==> config.mk <==
export PLATFORM = sky130hd
export DESIGN_NAME = counting_semaphore_fifo_wait_flat
export DESIGN_NICKNAME = d
export VERILOG_FILES = /design/src/hw/rtl/csfw_pkg.sv /design/src/hw/rtl/csfw_op_if.sv /design/src/hw/rtl/csfw_res_if.sv /design/src/hw/rtl/csfw_ram.sv /design/src/hw/rtl/csfw_ctrl.sv /design/src/hw/rtl/csfw_dp.sv /design/src/hw/rtl/counting_semaphore_fifo_wait.sv /design/src/flat_wrapper.sv
export SDC_FILE = /design/constraint.sdc
export NUM_CORES = 1
export LEC_CHECK = 0
export BUFFER_PORTS_ARGS = -buffer_cell sky130_fd_sc_hd__buf_2
export CELL_PAD_IN_SITES_DETAIL_PLACEMENT = 0
export CELL_PAD_IN_SITES_GLOBAL_PLACEMENT = 1
export CORE_MARGIN = 3
export CORE_UTILIZATION = 52
export CTS_CLUSTER_DIAMETER = 40
export DETAILED_ROUTE_END_ITERATION = 10
export GPL_ROUTABILITY_DRIVEN = 0
export PLACE_DENSITY_LB_ADDON = 0.1
export SLEW_MARGIN = 0
export SYNTH_ARGS = -nofsm -noshare
export SYNTH_HDL_FRONTEND = slang
export SYNTH_SLANG_ARGS = --single-unit
==> constraint.sdc <==
create_clock -name clk -period 3.87 [get_ports clk]
set_input_delay 0.1935 -clock clk [delete_from_list [all_inputs] [get_ports clk]]
set_output_delay 0.1935 -clock clk [all_outputs]
set_load 0.03 [all_outputs]
==> src/hw/rtl/csfw_pkg.sv <==
package csfw_pkg;

  // Semaphore count: 12-bit two's complement with saturation limits
  localparam int COUNT_W = 12;
  localparam logic signed [COUNT_W-1:0] COUNT_MAX = 12'sh7FF;
  localparam logic signed [COUNT_W-1:0] COUNT_MIN = 12'sh800;

  // Width of the initial_count register
  localparam int CFG_W = 11;

  // Operation codes
  localparam logic CMD_DOWN = 1'b0;
  localparam logic CMD_UP   = 1'b1;

  // Commands from the controller to the datapath
  typedef struct packed {
    logic load;  // capture the incoming item
    logic exec;  // run the operation and register the result
  } dp_cmd_t;

endpackage

==> src/hw/rtl/csfw_op_if.sv <==
interface csfw_op_if #(
  parameter int TASK_ID_WIDTH = 6
);
  logic                     valid;
  logic                     ready;
  logic                     cmd;
  logic [TASK_ID_WIDTH-1:0] task_id;

  modport source (output valid, output cmd, output task_id, input ready);
  modport sink (input valid, input cmd, input task_id, output ready);
endinterface

==> src/hw/rtl/csfw_res_if.sv <==
interface csfw_res_if #(
  parameter int TASK_ID_WIDTH = 6,
  parameter int WAIT_W        = 6
);
  logic                                valid;
  logic                                ready;
  logic                                blocked;
  logic                                woken_valid;
  logic [TASK_ID_WIDTH-1:0]            woken_task;
  logic signed [csfw_pkg::COUNT_W-1:0] count_now;
  logic [WAIT_W-1:0]                   waiting_now;
  logic                                overflow;

  modport source (output valid, output blocked, output woken_valid, output woken_task,
                  output count_now, output waiting_now, output overflow, input ready);
  modport sink (input valid, input blocked, input woken_valid, input woken_task,
                input count_now, input waiting_now, input overflow, output ready);
endinterface

==> src/hw/rtl/csfw_ram.sv <==
module csfw_ram #(
  parameter int WIDTH = 6,
  parameter int DEPTH = 32
) (
  input  logic                     clk,
  input  logic                     we,
  input  logic [$clog2(DEPTH)-1:0] waddr,
  input  logic [WIDTH-1:0]         wdata,
  input  logic [$clog2(DEPTH)-1:0] raddr,
  output logic [WIDTH-1:0]         rdata
);

  logic [WIDTH-1:0] mem [DEPTH];

  // Write one entry, read one entry with registered data
  always_ff @(posedge clk) begin
    if (we) begin
      mem[waddr] <= wdata;
    end
    rdata <= mem[raddr];
  end

endmodule

==> src/hw/rtl/csfw_ctrl.sv <==
module csfw_ctrl (
  input  logic              clk,
  input  logic              rst,
  input  logic              op_valid,
  output logic              op_ready,
  output logic              res_valid,
  input  logic              res_ready,
  output csfw_pkg::dp_cmd_t dp_cmd
);

  typedef enum logic [2:0] {
    S_IDLE = 3'b001,
    S_EXEC = 3'b010,
    S_OUT  = 3'b100
  } state_t;

  state_t state;
  state_t state_next;

  // Advance through take, execute, deliver
  always_comb begin
    state_next = state;
    unique case (state)
      S_IDLE: begin
        if (op_valid) begin
          state_next = S_EXEC;
        end
      end
      S_EXEC: begin
        state_next = S_OUT;
      end
      S_OUT: begin
        if (res_ready) begin
          state_next = S_IDLE;
        end
      end
      default: begin
        state_next = S_IDLE;
      end
    endcase
  end

  always_ff @(posedge clk) begin
    if (rst) begin
      state <= S_IDLE;
    end else begin
      state <= state_next;
    end
  end

  // Drive handshakes and datapath commands
  assign op_ready    = (state == S_IDLE);
  assign res_valid   = (state == S_OUT);
  assign dp_cmd.load = (state == S_IDLE) && op_valid;
  assign dp_cmd.exec = (state == S_EXEC);

endmodule

==> src/hw/rtl/csfw_dp.sv <==
module csfw_dp #(
  parameter int QUEUE_DEPTH   = 32,
  parameter int TASK_ID_WIDTH = 6
) (
  input  logic                                clk,
  input  logic                                rst,
  input  csfw_pkg::dp_cmd_t                   dp_cmd,
  input  logic                                cfg_wr_en,
  input  logic [csfw_pkg::CFG_W-1:0]          cfg_wr_data,
  input  logic                                op_cmd,
  input  logic [TASK_ID_WIDTH-1:0]            op_task_id,
  output logic                                blocked,
  output logic                                woken_valid,
  output logic [TASK_ID_WIDTH-1:0]            woken_task,
  output logic signed [csfw_pkg::COUNT_W-1:0] count_now,
  output logic [$clog2(QUEUE_DEPTH+1)-1:0]    waiting_now,
  output logic                                overflow
);

  localparam int IDX_W = $clog2(QUEUE_DEPTH);
  localparam int LEN_W = $clog2(QUEUE_DEPTH + 1);
  localparam logic [LEN_W-1:0] LEN_FULL = LEN_W'(QUEUE_DEPTH);
  localparam logic [LEN_W:0]   SUM_WRAP = (LEN_W + 1)'(QUEUE_DEPTH);
  localparam logic [IDX_W-1:0] IDX_LAST = IDX_W'(QUEUE_DEPTH - 1);

  logic signed [csfw_pkg::COUNT_W-1:0] sem_count;
  logic signed [csfw_pkg::COUNT_W-1:0] sem_count_next;
  logic [IDX_W-1:0]                    fifo_head;
  logic [IDX_W-1:0]                    fifo_head_next;
  logic [LEN_W-1:0]                    fifo_length;
  logic [LEN_W-1:0]                    fifo_length_next;
  logic                                cmd_q;
  logic [TASK_ID_WIDTH-1:0]            task_id_q;

  logic [LEN_W:0]           wr_sum;
  logic [IDX_W-1:0]         wr_idx;
  logic                     ram_we;
  logic [TASK_ID_WIDTH-1:0] ram_rdata;
  logic                     blocked_next;
  logic                     woken_next;
  logic                     overflow_next;

  // Hold the accepted item
  always_ff @(posedge clk) begin
    if (dp_cmd.load) begin
      cmd_q     <= op_cmd;
      task_id_q <= op_task_id;
    end
  end

  // Tail slot: head plus length, wrapped once
  assign wr_sum = {{(LEN_W + 1 - IDX_W){1'b0}}, fifo_head} + {1'b0, fifo_length};
  assign wr_idx = (wr_sum >= SUM_WRAP) ? IDX_W'(wr_sum - SUM_WRAP) : IDX_W'(wr_sum);

  // Update count and queue for one operation
  always_comb begin
    sem_count_next   = sem_count;
    fifo_head_next   = fifo_head;
    fifo_length_next = fifo_length;
    blocked_next     = 1'b0;
    woken_next       = 1'b0;
    overflow_next    = 1'b0;
    ram_we           = 1'b0;
    if (cmd_q == csfw_pkg::CMD_DOWN) begin
      if (sem_count != csfw_pkg::COUNT_MIN) begin
        sem_count_next = sem_count - 12'sd1;
      end
      if (sem_count_next < 0) begin
        if (fifo_length < LEN_FULL) begin
          ram_we           = dp_cmd.exec;
          fifo_length_next = fifo_length + LEN_W'(1);
          blocked_next     = 1'b1;
        end else begin
          overflow_next = 1'b1;
        end
      end
    end else begin
      if (sem_count != csfw_pkg::COUNT_MAX) begin
        sem_count_next = sem_count + 12'sd1;
      end
      if (sem_count_next <= 0 && fifo_length != '0) begin
        woken_next       = 1'b1;
        fifo_head_next   = (fifo_head == IDX_LAST) ? '0 : fifo_head + IDX_W'(1);
        fifo_length_next = fifo_length - LEN_W'(1);
      end
    end
  end

  // Wait queue storage; read port always follows the head
  csfw_ram #(
    .WIDTH (TASK_ID_WIDTH),
    .DEPTH (QUEUE_DEPTH)
  ) u_ram (
    .clk   (clk),
    .we    (ram_we),
    .waddr (wr_idx),
    .wdata (task_id_q),
    .raddr (fifo_head),
    .rdata (ram_rdata)
  );

  // Advance state on execute, load count on a register write
  always_ff @(posedge clk) begin
    if (rst) begin
      sem_count   <= '0;
      fifo_head   <= '0;
      fifo_length <= '0;
    end else if (cfg_wr_en) begin
      sem_count <= {1'b0, cfg_wr_data};
    end else if (dp_cmd.exec) begin
      sem_count   <= sem_count_next;
      fifo_head   <= fifo_head_next;
      fifo_length <= fifo_length_next;
    end
  end

  // Register the result
  always_ff @(posedge clk) begin
    if (dp_cmd.exec) begin
      blocked     <= blocked_next;
      woken_valid <= woken_next;
      woken_task  <= woken_next ? ram_rdata : '0;
      count_now   <= sem_count_next;
      waiting_now <= fifo_length_next;
      overflow    <= overflow_next;
    end
  end

endmodule

==> src/hw/rtl/counting_semaphore_fifo_wait.sv <==
// Channel  Role     Handshake          Payload
// op       sink     valid / ready      cmd, task_id
// res      source   valid / ready      blocked, woken_valid, woken_task, count_now,
//                                      waiting_now, overflow
// cfg      write    cfg_wr_en          cfg_wr_data (initial_count, loads the count)
//
// One item at a time: take, execute, deliver, through the input capture register,
// the execute state and the result register.
// A stalled res holds the result and keeps op not ready.
// Reset clears count, head and length; queue entries need no clearing pass.
module counting_semaphore_fifo_wait #(
  parameter int QUEUE_DEPTH   = 32,
  parameter int TASK_ID_WIDTH = 6
) (
  input  logic                              clk,
  input  logic                              rst,
  input  logic                              cfg_wr_en,
  input  logic [csfw_pkg::CFG_W-1:0]        cfg_wr_data,
  csfw_op_if.sink                           op,
  csfw_res_if.source                        res
);

  csfw_pkg::dp_cmd_t dp_cmd;

  csfw_ctrl u_ctrl (
    .clk       (clk),
    .rst       (rst),
    .op_valid  (op.valid),
    .op_ready  (op.ready),
    .res_valid (res.valid),
    .res_ready (res.ready),
    .dp_cmd    (dp_cmd)
  );

  csfw_dp #(
    .QUEUE_DEPTH   (QUEUE_DEPTH),
    .TASK_ID_WIDTH (TASK_ID_WIDTH)
  ) u_dp (
    .clk         (clk),
    .rst         (rst),
    .dp_cmd      (dp_cmd),
    .cfg_wr_en   (cfg_wr_en),
    .cfg_wr_data (cfg_wr_data),
    .op_cmd      (op.cmd),
    .op_task_id  (op.task_id),
    .blocked     (res.blocked),
    .woken_valid (res.woken_valid),
    .woken_task  (res.woken_task),
    .count_now   (res.count_now),
    .waiting_now (res.waiting_now),
    .overflow    (res.overflow)
  );

endmodule

==> src/flat_wrapper.sv <==
// flat-port wrapper written by rule: the top's interface ports become plain ports
module counting_semaphore_fifo_wait_flat 
#(
  parameter int QUEUE_DEPTH   = 32,
  parameter int TASK_ID_WIDTH = 6
)
  (clk, rst, cfg_wr_en, cfg_wr_data, op_valid, op_cmd, op_task_id, op_ready, res_valid, res_blocked, res_woken_valid, res_woken_task, res_count_now, res_waiting_now, res_overflow, res_ready);
  csfw_op_if #(.TASK_ID_WIDTH(TASK_ID_WIDTH)) op_i ();
  csfw_res_if #(.TASK_ID_WIDTH(TASK_ID_WIDTH)) res_i ();
  input  logic clk;
  input  logic rst;
  input  logic cfg_wr_en;
  input  logic [csfw_pkg::CFG_W-1:0] cfg_wr_data;
  input wire logic [$bits(op_i.valid)-1:0] op_valid;
  input wire logic [$bits(op_i.cmd)-1:0] op_cmd;
  input wire logic [$bits(op_i.task_id)-1:0] op_task_id;
  output wire logic [$bits(op_i.ready)-1:0] op_ready;
  output wire logic [$bits(res_i.valid)-1:0] res_valid;
  output wire logic [$bits(res_i.blocked)-1:0] res_blocked;
  output wire logic [$bits(res_i.woken_valid)-1:0] res_woken_valid;
  output wire logic [$bits(res_i.woken_task)-1:0] res_woken_task;
  output wire logic [$bits(res_i.count_now)-1:0] res_count_now;
  output wire logic [$bits(res_i.waiting_now)-1:0] res_waiting_now;
  output wire logic [$bits(res_i.overflow)-1:0] res_overflow;
  input wire logic [$bits(res_i.ready)-1:0] res_ready;
  assign op_i.valid = op_valid;
  assign op_i.cmd = op_cmd;
  assign op_i.task_id = op_task_id;
  assign op_ready = op_i.ready;
  assign res_valid = res_i.valid;
  assign res_blocked = res_i.blocked;
  assign res_woken_valid = res_i.woken_valid;
  assign res_woken_task = res_i.woken_task;
  assign res_count_now = res_i.count_now;
  assign res_waiting_now = res_i.waiting_now;
  assign res_overflow = res_i.overflow;
  assign res_i.ready = res_ready;
  counting_semaphore_fifo_wait #(.QUEUE_DEPTH(QUEUE_DEPTH), .TASK_ID_WIDTH(TASK_ID_WIDTH)) u_core (.clk(clk), .rst(rst), .cfg_wr_en(cfg_wr_en), .cfg_wr_data(cfg_wr_data), .op(op_i), .res(res_i));
endmodule
## Yosys cells after proc, flatten, opt, wreduce, memory -nomap -nowiden

Memories as Yosys holds them, arrays and structs flattened. A register that Yosys moved wholly into a read port is not among the register bits.
Index checks and enable logic that the tools add are counted.

| word-level totals | value |
|---|---|
| bits in registers | 60 |
| bits in writable memories | 192 |
| bits of input ports | 23 |
| memories kept | 1 |

Memory list:

| memory | words | bits a word | rd ports | clocked after Yosys merged registers in | write ports | line | source |
|---|---|---|---|---|---|---|---|
| u_core.u_dp.u_ram.mem | 32 | 6 | 1 | 1 | 1 | csfw_ram.sv:13 | `logic [WIDTH-1:0] mem [DEPTH];` |

| cells by class | value |
|---|---|
| add/subtract/negate cells | 7 |
| $lt $le $gt $ge | 4 |
| equality and inequality tests | 8 |
| muxes and demuxes | 25 |
| bitwise logic cells | 2 |
| reduce and logical (&&, ||, !) cells | 9 |

Operators with widths:

| kind | number |
|---|---|
| $mux W12 | 5 |
| $mux W6 | 4 |
| $ne A12 B12 Y1 const B | 2 |
| $mux W11 | 2 |
| $add A12 B2 Y12 const B | 1 |
| $le A12 B1 Y1 const B | 1 |
| $lt A12 B1 Y1 const B | 1 |
| $sub A12 B2 Y12 const B | 1 |
| $mux W5 | 2 |
| $mux W1 | 9 |
| $pmux W3 S3 | 1 |
| $add A5 B6 Y7 | 1 |
| $ge A7 B6 Y1 const B | 1 |
| $add A6 B1 Y6 const B | 1 |
| $lt A6 B6 Y1 const B | 1 |
| $mux W3 | 2 |
| $reduce_bool A6 Y1 | 1 |
| $sub A6 B1 Y6 const B | 1 |
| $add A5 B1 Y5 const B | 1 |
| $eq A5 B5 Y1 const B | 1 |
| $sub A5 B1 Y5 const B | 1 |
| $reduce_and A2 Y1 | 2 |
| $reduce_and A4 Y1 | 1 |
| $reduce_or A2 Y1 | 2 |
| other kinds (8) | 10 |

## Logic depth before layout (Yosys ltp)

Gate-level depths: netlist of run 1.

| depth | value |
|---|---|
| depth in word-level cells | 8 |
| gate-level depth with buffers | 12 |

## Cells and area by module

A second synthesis of run 1 with hierarchy kept.

| unflattened totals | value |
|---|---|
| cell total of the unflattened synthesis | 699 |
| area, all modules | 11,200.7 um2 |

Modules (own cells, without submodules):

| module | instances | cells each | area an instance (um2) | sequential area each (um2) |
|---|---|---|---|---|
| csfw_ram | 1 | 323 | 7,589.8 | 5,885.6 |
| csfw_dp | 1 | 360 | 3,455.8 | 1,481.4 |
| csfw_ctrl | 1 | 16 | 155.1 | 60.1 |

## Worst setup path before layout of run 1

No wires, ideal clock.

| timing path | value |
|---|---|
| path kind | reg2reg |
| start point | reg u_core.u_dp.sem_count[0] in the netlist's numbering |
| end point | mem u_core.u_dp.u_ram.mem[17][0], enable pin |
| library setup time | 0.350 ns |
| data arrival time | 2.601 ns |
| data required time | 3.520 ns |
| setup slack | 0.919 ns |
| stages on the path, launching flop included | 11 |
| buffers on the path | 1 |
| clock period less this slack | 2.951 ns |
| path through | dfxtp_1 -> buf_2 -> inv_1 -> ha_1 -> nor4bb_1 -> nor2b_1 -> a211oi_1 -> nand2b_1 -> nor3_1 -> nand2_1 -> nor2_1 |

| on the way | value |
|---|---|
| word-level cells in the longest chain between the ends | 8 |
| elaborated cells on any way between the ends | 9 |
| those cells by class | add/sub (1); order compare (1); eq/ne (1); mux (6) |

RTL lines:

| item | line | source |
|---|---|---|
| start: declaration | csfw_dp.sv:26 | `logic signed [csfw_pkg::COUNT_W-1:0] sem_count;` |
| start signal: assignment | csfw_dp.sv:109 | `sem_count <= {1'b0, cfg_wr_data};` |
| start signal: assignment | csfw_dp.sv:111 | `sem_count <= sem_count_next;` |
| $sub A12 B2 Y12 / $ne A12 B12 Y1 (equally long branches) | csfw_dp.sv:66, csfw_dp.sv:65 |  |
| $mux W12 (*) | csfw_dp.sv:65 | `if (sem_count != csfw_pkg::COUNT_MIN) begin` |
| $mux W12 (*) | csfw_dp.sv:64 | `if (cmd_q == csfw_pkg::CMD_DOWN) begin` |
| $lt A12 B1 Y1 (*) | csfw_dp.sv:68 | `if (sem_count_next < 0) begin` |
| $mux W1 (*) | csfw_dp.sv:68 |  |
| $mux W1 (*) | csfw_dp.sv:64 |  |
| $mux W1 (*) | csfw_ram.sv:17 | `if (we) begin` |
| $mux W1 (not written as such) (*) | csfw_ram.sv:18 | `mem[waddr] <= wdata;` |
| end: declaration | csfw_ram.sv:13 |  |

Mark *: on every way between the ends. The rest lies on a longest branch, timed or not. The select of a mux whose other input is x is not followed.

## Worst setup path after layout of run 1

| timing path | value |
|---|---|
| start point | reg u_core.u_dp.sem_count[1] in the netlist's numbering |
| end point | reg u_core.u_dp.fifo_head[2] |

| on the way | value |
|---|---|
| word-level cells in the longest chain between the ends | 6 |
| elaborated cells on any way between the ends | 7 |
| those cells by class | add/sub (1); order compare (1); eq/ne (1); mux (2); reduce/logical (2) |

RTL lines:

| item | line | source |
|---|---|---|
| $add A12 B2 Y12 / $ne A12 B12 Y1 (equally long branches) | csfw_dp.sv:79, csfw_dp.sv:78 |  |
| $mux W12 (*) | csfw_dp.sv:78 | `if (sem_count != csfw_pkg::COUNT_MAX) begin` |
| $mux W12 (*) | csfw_dp.sv:64 |  |
| $le A12 B1 Y1 (*) | csfw_dp.sv:81 | `if (sem_count_next <= 0 && fifo_length != '0) begin` |
| $logic_and A1 B1 Y1 (*) | csfw_dp.sv:81 |  |
| $reduce_and A4 Y1 (no source line) (*) | n/a |  |
| end signal: assignment | csfw_dp.sv:112 | `fifo_head <= fifo_head_next;` |
| end: declaration | csfw_dp.sv:28 | `logic [IDX_W-1:0] fifo_head;` |

Marks and branches as above.
A chain may end at the register's enable or synchronous reset.

==> results of run 1 <==
[where the power goes]
part           switching, mW  internal (mW)
clock network           1.20           2.10
logic                  0.109         0.0787
registers             0.0677           3.05
[how the worst max path moves through the flow]
stage / startpoint / to / slack [ps]
floorplan: u_core.u_dp.sem_count[0]$_SDFFE_PP0P_ / u_core.u_dp.u_ram.mem[17][0]$_DFFE_PP_ / 920
global placement: u_core.u_dp.sem_count[1]$_SDFFE_PP0P_ / u_core.u_dp.fifo_head[2]$_SDFFE_PP0P_ / 460
detailed placement: u_core.u_dp.sem_count[1]$_SDFFE_PP0P_ / u_core.u_dp.fifo_head[2]$_SDFFE_PP0P_ / 280
CTS: u_core.u_dp.sem_count[1]$_SDFFE_PP0P_ / u_core.u_dp.fifo_head[2]$_SDFFE_PP0P_ / 280
global route: u_core.u_dp.sem_count[1]$_SDFFE_PP0P_ / u_core.u_dp.fifo_head[2]$_SDFFE_PP0P_ / 3
finish: u_core.u_dp.sem_count[1]$_SDFFE_PP0P_ / u_core.u_dp.fifo_head[2]$_SDFFE_PP0P_ / 280
[metal layers]
metal	GRT usage	part of all wire
met1	0.292	0.42
met2	0.352	0.49
met3	0.0412	0.069
met4	0.0775	0.028
met5	0	0
[cell usage in the layout (no fill, tap or decap), types with 8 or more instances in the layout]
cell           Yosys  layout
nand3_1           11      11
mux4_2            60      60
nor3_1            16      16
dfxtp_1           32      30
ha_1              12      12
nand2_1           41      41
dlygate4sd3_1      0      19
clkbuf_16          0      37
and3_1             8       8
xnor2_1           13      13
inv_1             13      13
and2_1             8       8
a21oi_1           24      24
nor2_1            57      57
edfxtp_1         226     226
nor2b_1            8       8
o21ai_0            9       9
buf_4              2      28
buf_2             12      51
[sequential cells by signal, summed over array words and instances (netlist names), 6 cells and up]
signal / count
u_core.u_dp.sem_count: 12
u_core.u_dp.count_now: 12
u_core.u_dp.u_ram.mem: 192
u_core.u_dp.fifo_length: 6
u_core.u_dp.waiting_now: 6
u_core.u_dp.task_id_q: 6
u_core.u_dp.woken_task: 6
u_core.u_dp.u_ram.rdata: 6
[cell type report]
| type | instances | area share |
|---|---|---|
| flip-flops and latches | 258 | 0.564 |
| multi-input cells | 384 | 0.263 |
| clock buffers | 38 | 0.0706 |
| repair buffers | 98 | 0.0498 |
| well taps | 270 | 0.0257 |
| clock inverters | 23 | 0.0224 |
| inverters | 15 | 0.00428 |
[per-stage QoR]
stage               setup slack, ps  hold WS [ps]  utilization
CTS                             282          97.6        0.638
global placement                463           372        0.570
finish                          277           108        0.638
global route                   3.30           111        0.638
detailed placement              278           372        0.570
floorplan                       919           292            -
[timing repair]
action | 4_1_cts | 5_1_grt
endpoints found under the hold margin | 20 | 0
gates resized for setup | 0 | 1
setup endpoints to repair | 0 | 53
hold buffers | 19 | 0
[worst max-delay path, cell delays in order, from the launching register on]
cell,delay (ps)
dfxtp_1,580
ha_1,350
nand3_2,200
nor4_1,360
o22ai_1,170
o41ai_4,590
nand4_1,500
or4b_1,620
a21oi_1,150
[cell families (layout without fill, tap and decap cells)]
family,after synthesis,in the layout,synth area share
AOI/OAI and AO/OA,87,87,0.0568
xor gates and xnor gates,18,18,0.0142
adders and majority gates,13,13,0.0153
buffers and inverters,60,174,0.0223
DFF,258,258,0.667
muxes,70,70,0.131
and+or+nand+nor,196,196,0.0930
==> metrics.yaml, run 1 <==
viasPerCell: 6.03
worstHoldStart: "op_valid"
status: "complete, no violations"
std_cell_rows: 52
clock_sinks: 258
yosysMostFrequentCell: "edfxtp_1"
grt_setup_unrepaired: "no"
placed_area_um2: 11700
r2r-end: "u_core.u_dp.fifo_head[2]$_SDFFE_PP0P_"
area_growth_pct: 18.3
wl_mm: 24.9
antenna_found_initial: 0
fin_skew_ps: 13.6
async_flop_share: 0
layout.cells.non_filler: 1086
startpoint_type: "flip-flop"
clockRootBuffer: "clkbuf_16"
cts_tree: "built"
relSlewSlack: 0.116
finalHoldViolCount: 0
synth_fp_nets: 738
die_height_um: 152
drv_slew: 0
dp_cells: 1006
diodes: 0
hold_path_class: "in -> reg"
finalCritPeriodShare: 0.928
critPathArrivalTime_ps: 4010
crit_required_ps: 4290
worstSkewPairLatency_ps: 500
cts_setup_buffers: 0
grt_pass1_vias: 6648
dpl.hpwl_mm: 15.8
fmax_ghz: 0.278
cp_max_fo: 12
grt_max_degree: 54
final_nets: 828
synth_top_area_cell: "edfxtp_1"
wl_per_cell_um: 22.9
overflow: 0
drive_above_1_share: 0.272
die_width_um: 152
max-vdd-ir-drop_mv: 0.354
ys_ff_latch: 258
antenna_violating_nets_post_route: 0
worstMarginPinSlew_ps: 1330
yosysUniqueCellTypes: 74
fin_crit_ps: 3590
regArea_um2: 7430
syn_area_per_cell_um2: 15.9
fillers: 1447
portBuffers: 51
netlist_area_um2: 11100
ys.flop_type: "edfxtp_1"
min_path_cells: 4
first_iter_violations: 565
crit_path_end_kind: "flip-flop"
grt_pass1_wl_mm: 38.8
setup-tns-final_ps: 0
stdcell_area_um2: 13200
drc_errors: 0
netlist_instances: 702
cts-buffers-inserted: 35
core_um2: 20600
start_util: 0.540
htree_levels: 2
dr.pass1.iters: 5
synth.top_cell.area_share: 0.610
setup_violations: 0
synth_edf_count: 226
synth_common_cells: "edfxtp_1 (226), mux4_2 (60), nor2_1 (57)"
seq_area_frac_synth: 0.667
cap_violations: 0
cts_buffer_depth: 3
ios: 52
min_to: "u_core.u_ctrl.state[0]$_SDFFE_PP1P_"
finalPower_mw: 6.61
crit_type: "reg -> reg"
grt_usage: 0.215
r2r-start: "u_core.u_dp.sem_count[1]$_SDFFE_PP0P_"
reg2reg_slack_ps: 280
vias: 6547
yosys-top-cells-area: "edfxtp_1 (61%), mux4_2 (12%), dfxtp_1 (5.8%), nor2_1 (1.9%), nand2_1 (1.4%)"
multi_input_area_um2: 3460
dieArea_um2: 23200
synth-warning-count: 0
r2r_cells: 8
clkTransAtPathRegs_ps: 60
cellPowerDensity_nw_per_um2: 502
p_leak_nw: 4.43
(Power assumes the default switching activity.)
==> run 2: changes to the inputs <==
--- a/config.mk
+++ b/config.mk
@@ -9,7 +9,8 @@
 export CELL_PAD_IN_SITES_DETAIL_PLACEMENT = 0
 export CELL_PAD_IN_SITES_GLOBAL_PLACEMENT = 1
 export CORE_MARGIN = 3
-export CORE_UTILIZATION = 52
+export CORE_UTILIZATION = 54
+export CTS_BUF_LIST = sky130_fd_sc_hd__clkbuf_4
 export CTS_CLUSTER_DIAMETER = 40
 export DETAILED_ROUTE_END_ITERATION = 10
 export GPL_ROUTABILITY_DRIVEN = 0
==> constraint.sdc (replaced) <==
create_clock -name clk -period 3.35 [get_ports clk]
set_input_delay 0.1675 -clock clk [delete_from_list [all_inputs] [get_ports clk]]
set_output_delay 0.1675 -clock clk [all_outputs]
set_load 0.03 [all_outputs]
==> metrics.yaml, run 2 (synthesis results as in run 1) <==
status: "complete, no violations"
cts_tree: "built"
regArea_um2: 7430  # unchanged
fin_crit_ps: 3210  # -382 ps
dieArea_um2: 22400  # -3.6%
largestRegisters: "u_core.u_dp.u_ram.mem: 192 flops, u_core.u_dp.count_now: 12 flops, u_core.u_dp.sem_count: 12 flops"
grt_max_degree: 54  # unchanged
multi_input_area_um2: 3470  # +0.25%
drc_errors: 0  # unchanged
die_height_um: 150  # -1.8%
start_util: 0.561  # +0.0212
regMostFlops: "u_core.u_dp.u_ram.mem"
r2r_cells: 9  # +1
cellPowerDensity_nw_per_um2: 517  # +3.0%
crit_path_end_kind: "flip-flop"
grt_setup_unrepaired: "yes"
portBuffers: 51  # unchanged
r2r-end: "u_core.u_dp.u_ram.mem[0][2]$_DFFE_PP_"
p_leak_nw: 4.47  # +1.0%
setup_violations: 0  # unchanged
min_path_cells: 3  # -1
relSlewSlack: 0.147  # +0.0312
hold_path_class: "in -> reg"
drv_slew: 0  # unchanged
cts-buffers-inserted: 68  # +94%
drive_above_1_share: 0.319  # +0.0467
first_iter_violations: 453  # -20%
clkTransAtPathRegs_ps: 60  # about the same
grt_pass1_vias: 7045  # +6.0%
fillers: 1463  # +1.1%
grt_usage: 0.234  # +0.0185
htree_levels: 3  # +1
antenna_violating_nets_post_route: 0  # unchanged
finalPower_mw: 6.75  # +2.2%
largest_reg_flops: 192  # unchanged
critPathArrivalTime_ps: 3500  # -510 ps
worstSkewPairLatency_ps: 680  # +180 ps
crit_required_ps: 3640  # -650 ps
antenna_found_initial: 1  # +1
area_growth_pct: 17.4
ios: 52  # unchanged
max-vdd-ir-drop_mv: 0.523  # +47%
r2r-start: "u_core.u_dp.sem_count[1]$_SDFFE_PP0P_"
core_um2: 19800  # -3.8%
die_width_um: 150  # -1.8%
reg2reg_slack_ps: 140  # -140 ps
dr.pass1.iters: 5  # unchanged
crit_type: "reg -> reg"
overflow: 0  # unchanged
min_to: "u_core.u_dp.sem_count[7]$_SDFFE_PP0P_"
cts_buffer_depth: 3  # unchanged
final_common_cell: "edfxtp_1"
final_cell_mix: "edfxtp_1 (226), clkbuf_4 (90), mux4_2 (60)"
fin_skew_ps: 36.0  # +22.4 ps
dpl.hpwl_mm: 15.6  # -0.86%
grt_pass1_wl_mm: 39.1  # +0.93%
final_nets: 883  # +6.6%
finalCritPeriodShare: 0.958  # +0.0301
finalHoldViolCount: 0  # unchanged
viasPerCell: 5.88  # -2.4%
cp_max_fo: 8  # -4
cap_violations: 0  # unchanged
clockRootBuffer: "clkbuf_4"
fmax_ghz: 0.311  # +12%
wl_mm: 25.1  # +1.1%
vias: 6825  # +4.2%
std_cell_rows: 51  # -1.9%
worstHoldStart: "cfg_wr_en"
clock_sinks: 258  # unchanged
final_util: 0.658  # +0.0200
startpoint_type: "flip-flop"
worstMarginPinSlew_ps: 1280  # -46.7 ps
wl_per_cell_um: 21.7  # -5.3%
==> run 2: changes by cell type in the layout (fill, tap and decap cells not counted), moves of 4 or more <==
cell / before / now
buf_4: 28 / 42
clkbuf_16: 37 / 0
clkbuf_4: 0 / 90
clkinv_1: 2 / 15
clkinvlp_4: 5 / 1
dlygate4sd3_1: 19 / 26
inv_6: 4 / 0
inv_8: 4 / 0
==> run 2: worst max-delay path by stage <==
stage | startpoint | endpoint | slack, ps | depth (start not counted)
after global placement | u_core.u_dp.sem_count[0]$_SDFFE_PP0P_ | u_core.u_dp.u_ram.mem[24][2]$_DFFE_PP_ | 160 | 12
after global routing | u_core.u_dp.sem_count[1]$_SDFFE_PP0P_ | u_core.u_dp.u_ram.mem[0][2]$_DFFE_PP_ | -50 | 9
final | u_core.u_dp.sem_count[1]$_SDFFE_PP0P_ | u_core.u_dp.u_ram.mem[0][2]$_DFFE_PP_ | 140 | 9
after detailed placement | u_core.u_dp.sem_count[0]$_SDFFE_PP0P_ | u_core.u_dp.u_ram.mem[3][5]$_DFFE_PP_ | 60 | 10
after CTS | u_core.u_dp.sem_count[0]$_SDFFE_PP0P_ | u_core.u_dp.u_ram.mem[3][5]$_DFFE_PP_ | 20 | 10
after floorplan | u_core.u_dp.sem_count[0]$_SDFFE_PP0P_ | u_core.u_dp.u_ram.mem[17][0]$_DFFE_PP_ | 400 | 10
==> run 2: timing repair <==
| action | CTS | global route |
|---|---|---|
| gates resized for setup | 0 | 5 |
| buffers inserted | 0 | 1 |
| setup endpoints to repair | 0 | 190 |
| endpoints found under the hold margin | 24 | 0 |
| hold buffers | 26 | 0 |
==> run 2: where the power goes <==
group          total, mW  internal, mW  switching [mW]
clock               2.91          1.65            1.27
sequential          3.57          3.52          0.0455
combinational      0.270         0.106           0.164
==> run 2: layer usage <==
metal	GRT usage	up-vias	share of wire
met5	0	-	0
met4	0.0961	0	0.029
met3	0.0491	61	0.063
met2	0.387	252	0.50
met1	0.305	3408	0.41
li1	-	3104	-
==> run 2: through the flow <==
stage	TNS, ps	instances	hold WS (ps)	cell area, um^2	setup WS (ps)
final	0	1160	34.5	13100	139
after global routing	-896	1160	42.4	13100	-53.5
after CTS	0	1158	0.292	13000	22.5
after detailed placement	0	1015	346	11900	63.3
after global placement	0	1015	345	11900	159
after floorplan	0	702	266	11100	399
==> run 2: critical path, cell delays in order (launching register included) <==
cell and delay, ps:
dfxtp_1 350, buf_4 190, nor4_1 530, a41oi_1 200, a211oi_1 340, nand2b_1 140, inv_2 110, and3_1 330
nand2_1 200, nor2_1 440
==> run 2: final cells by class <==
class,count,share of cell area
Inverter,15,0.00431
Multi-Input combinational cell,384,0.266
Clock buffer,90,0.0517
Antenna cell,1,0.000191
Tap cell,265,0.0254
Sequential cell,258,0.569
Clock inverter,27,0.0191
Timing Repair Buffer,120,0.0651
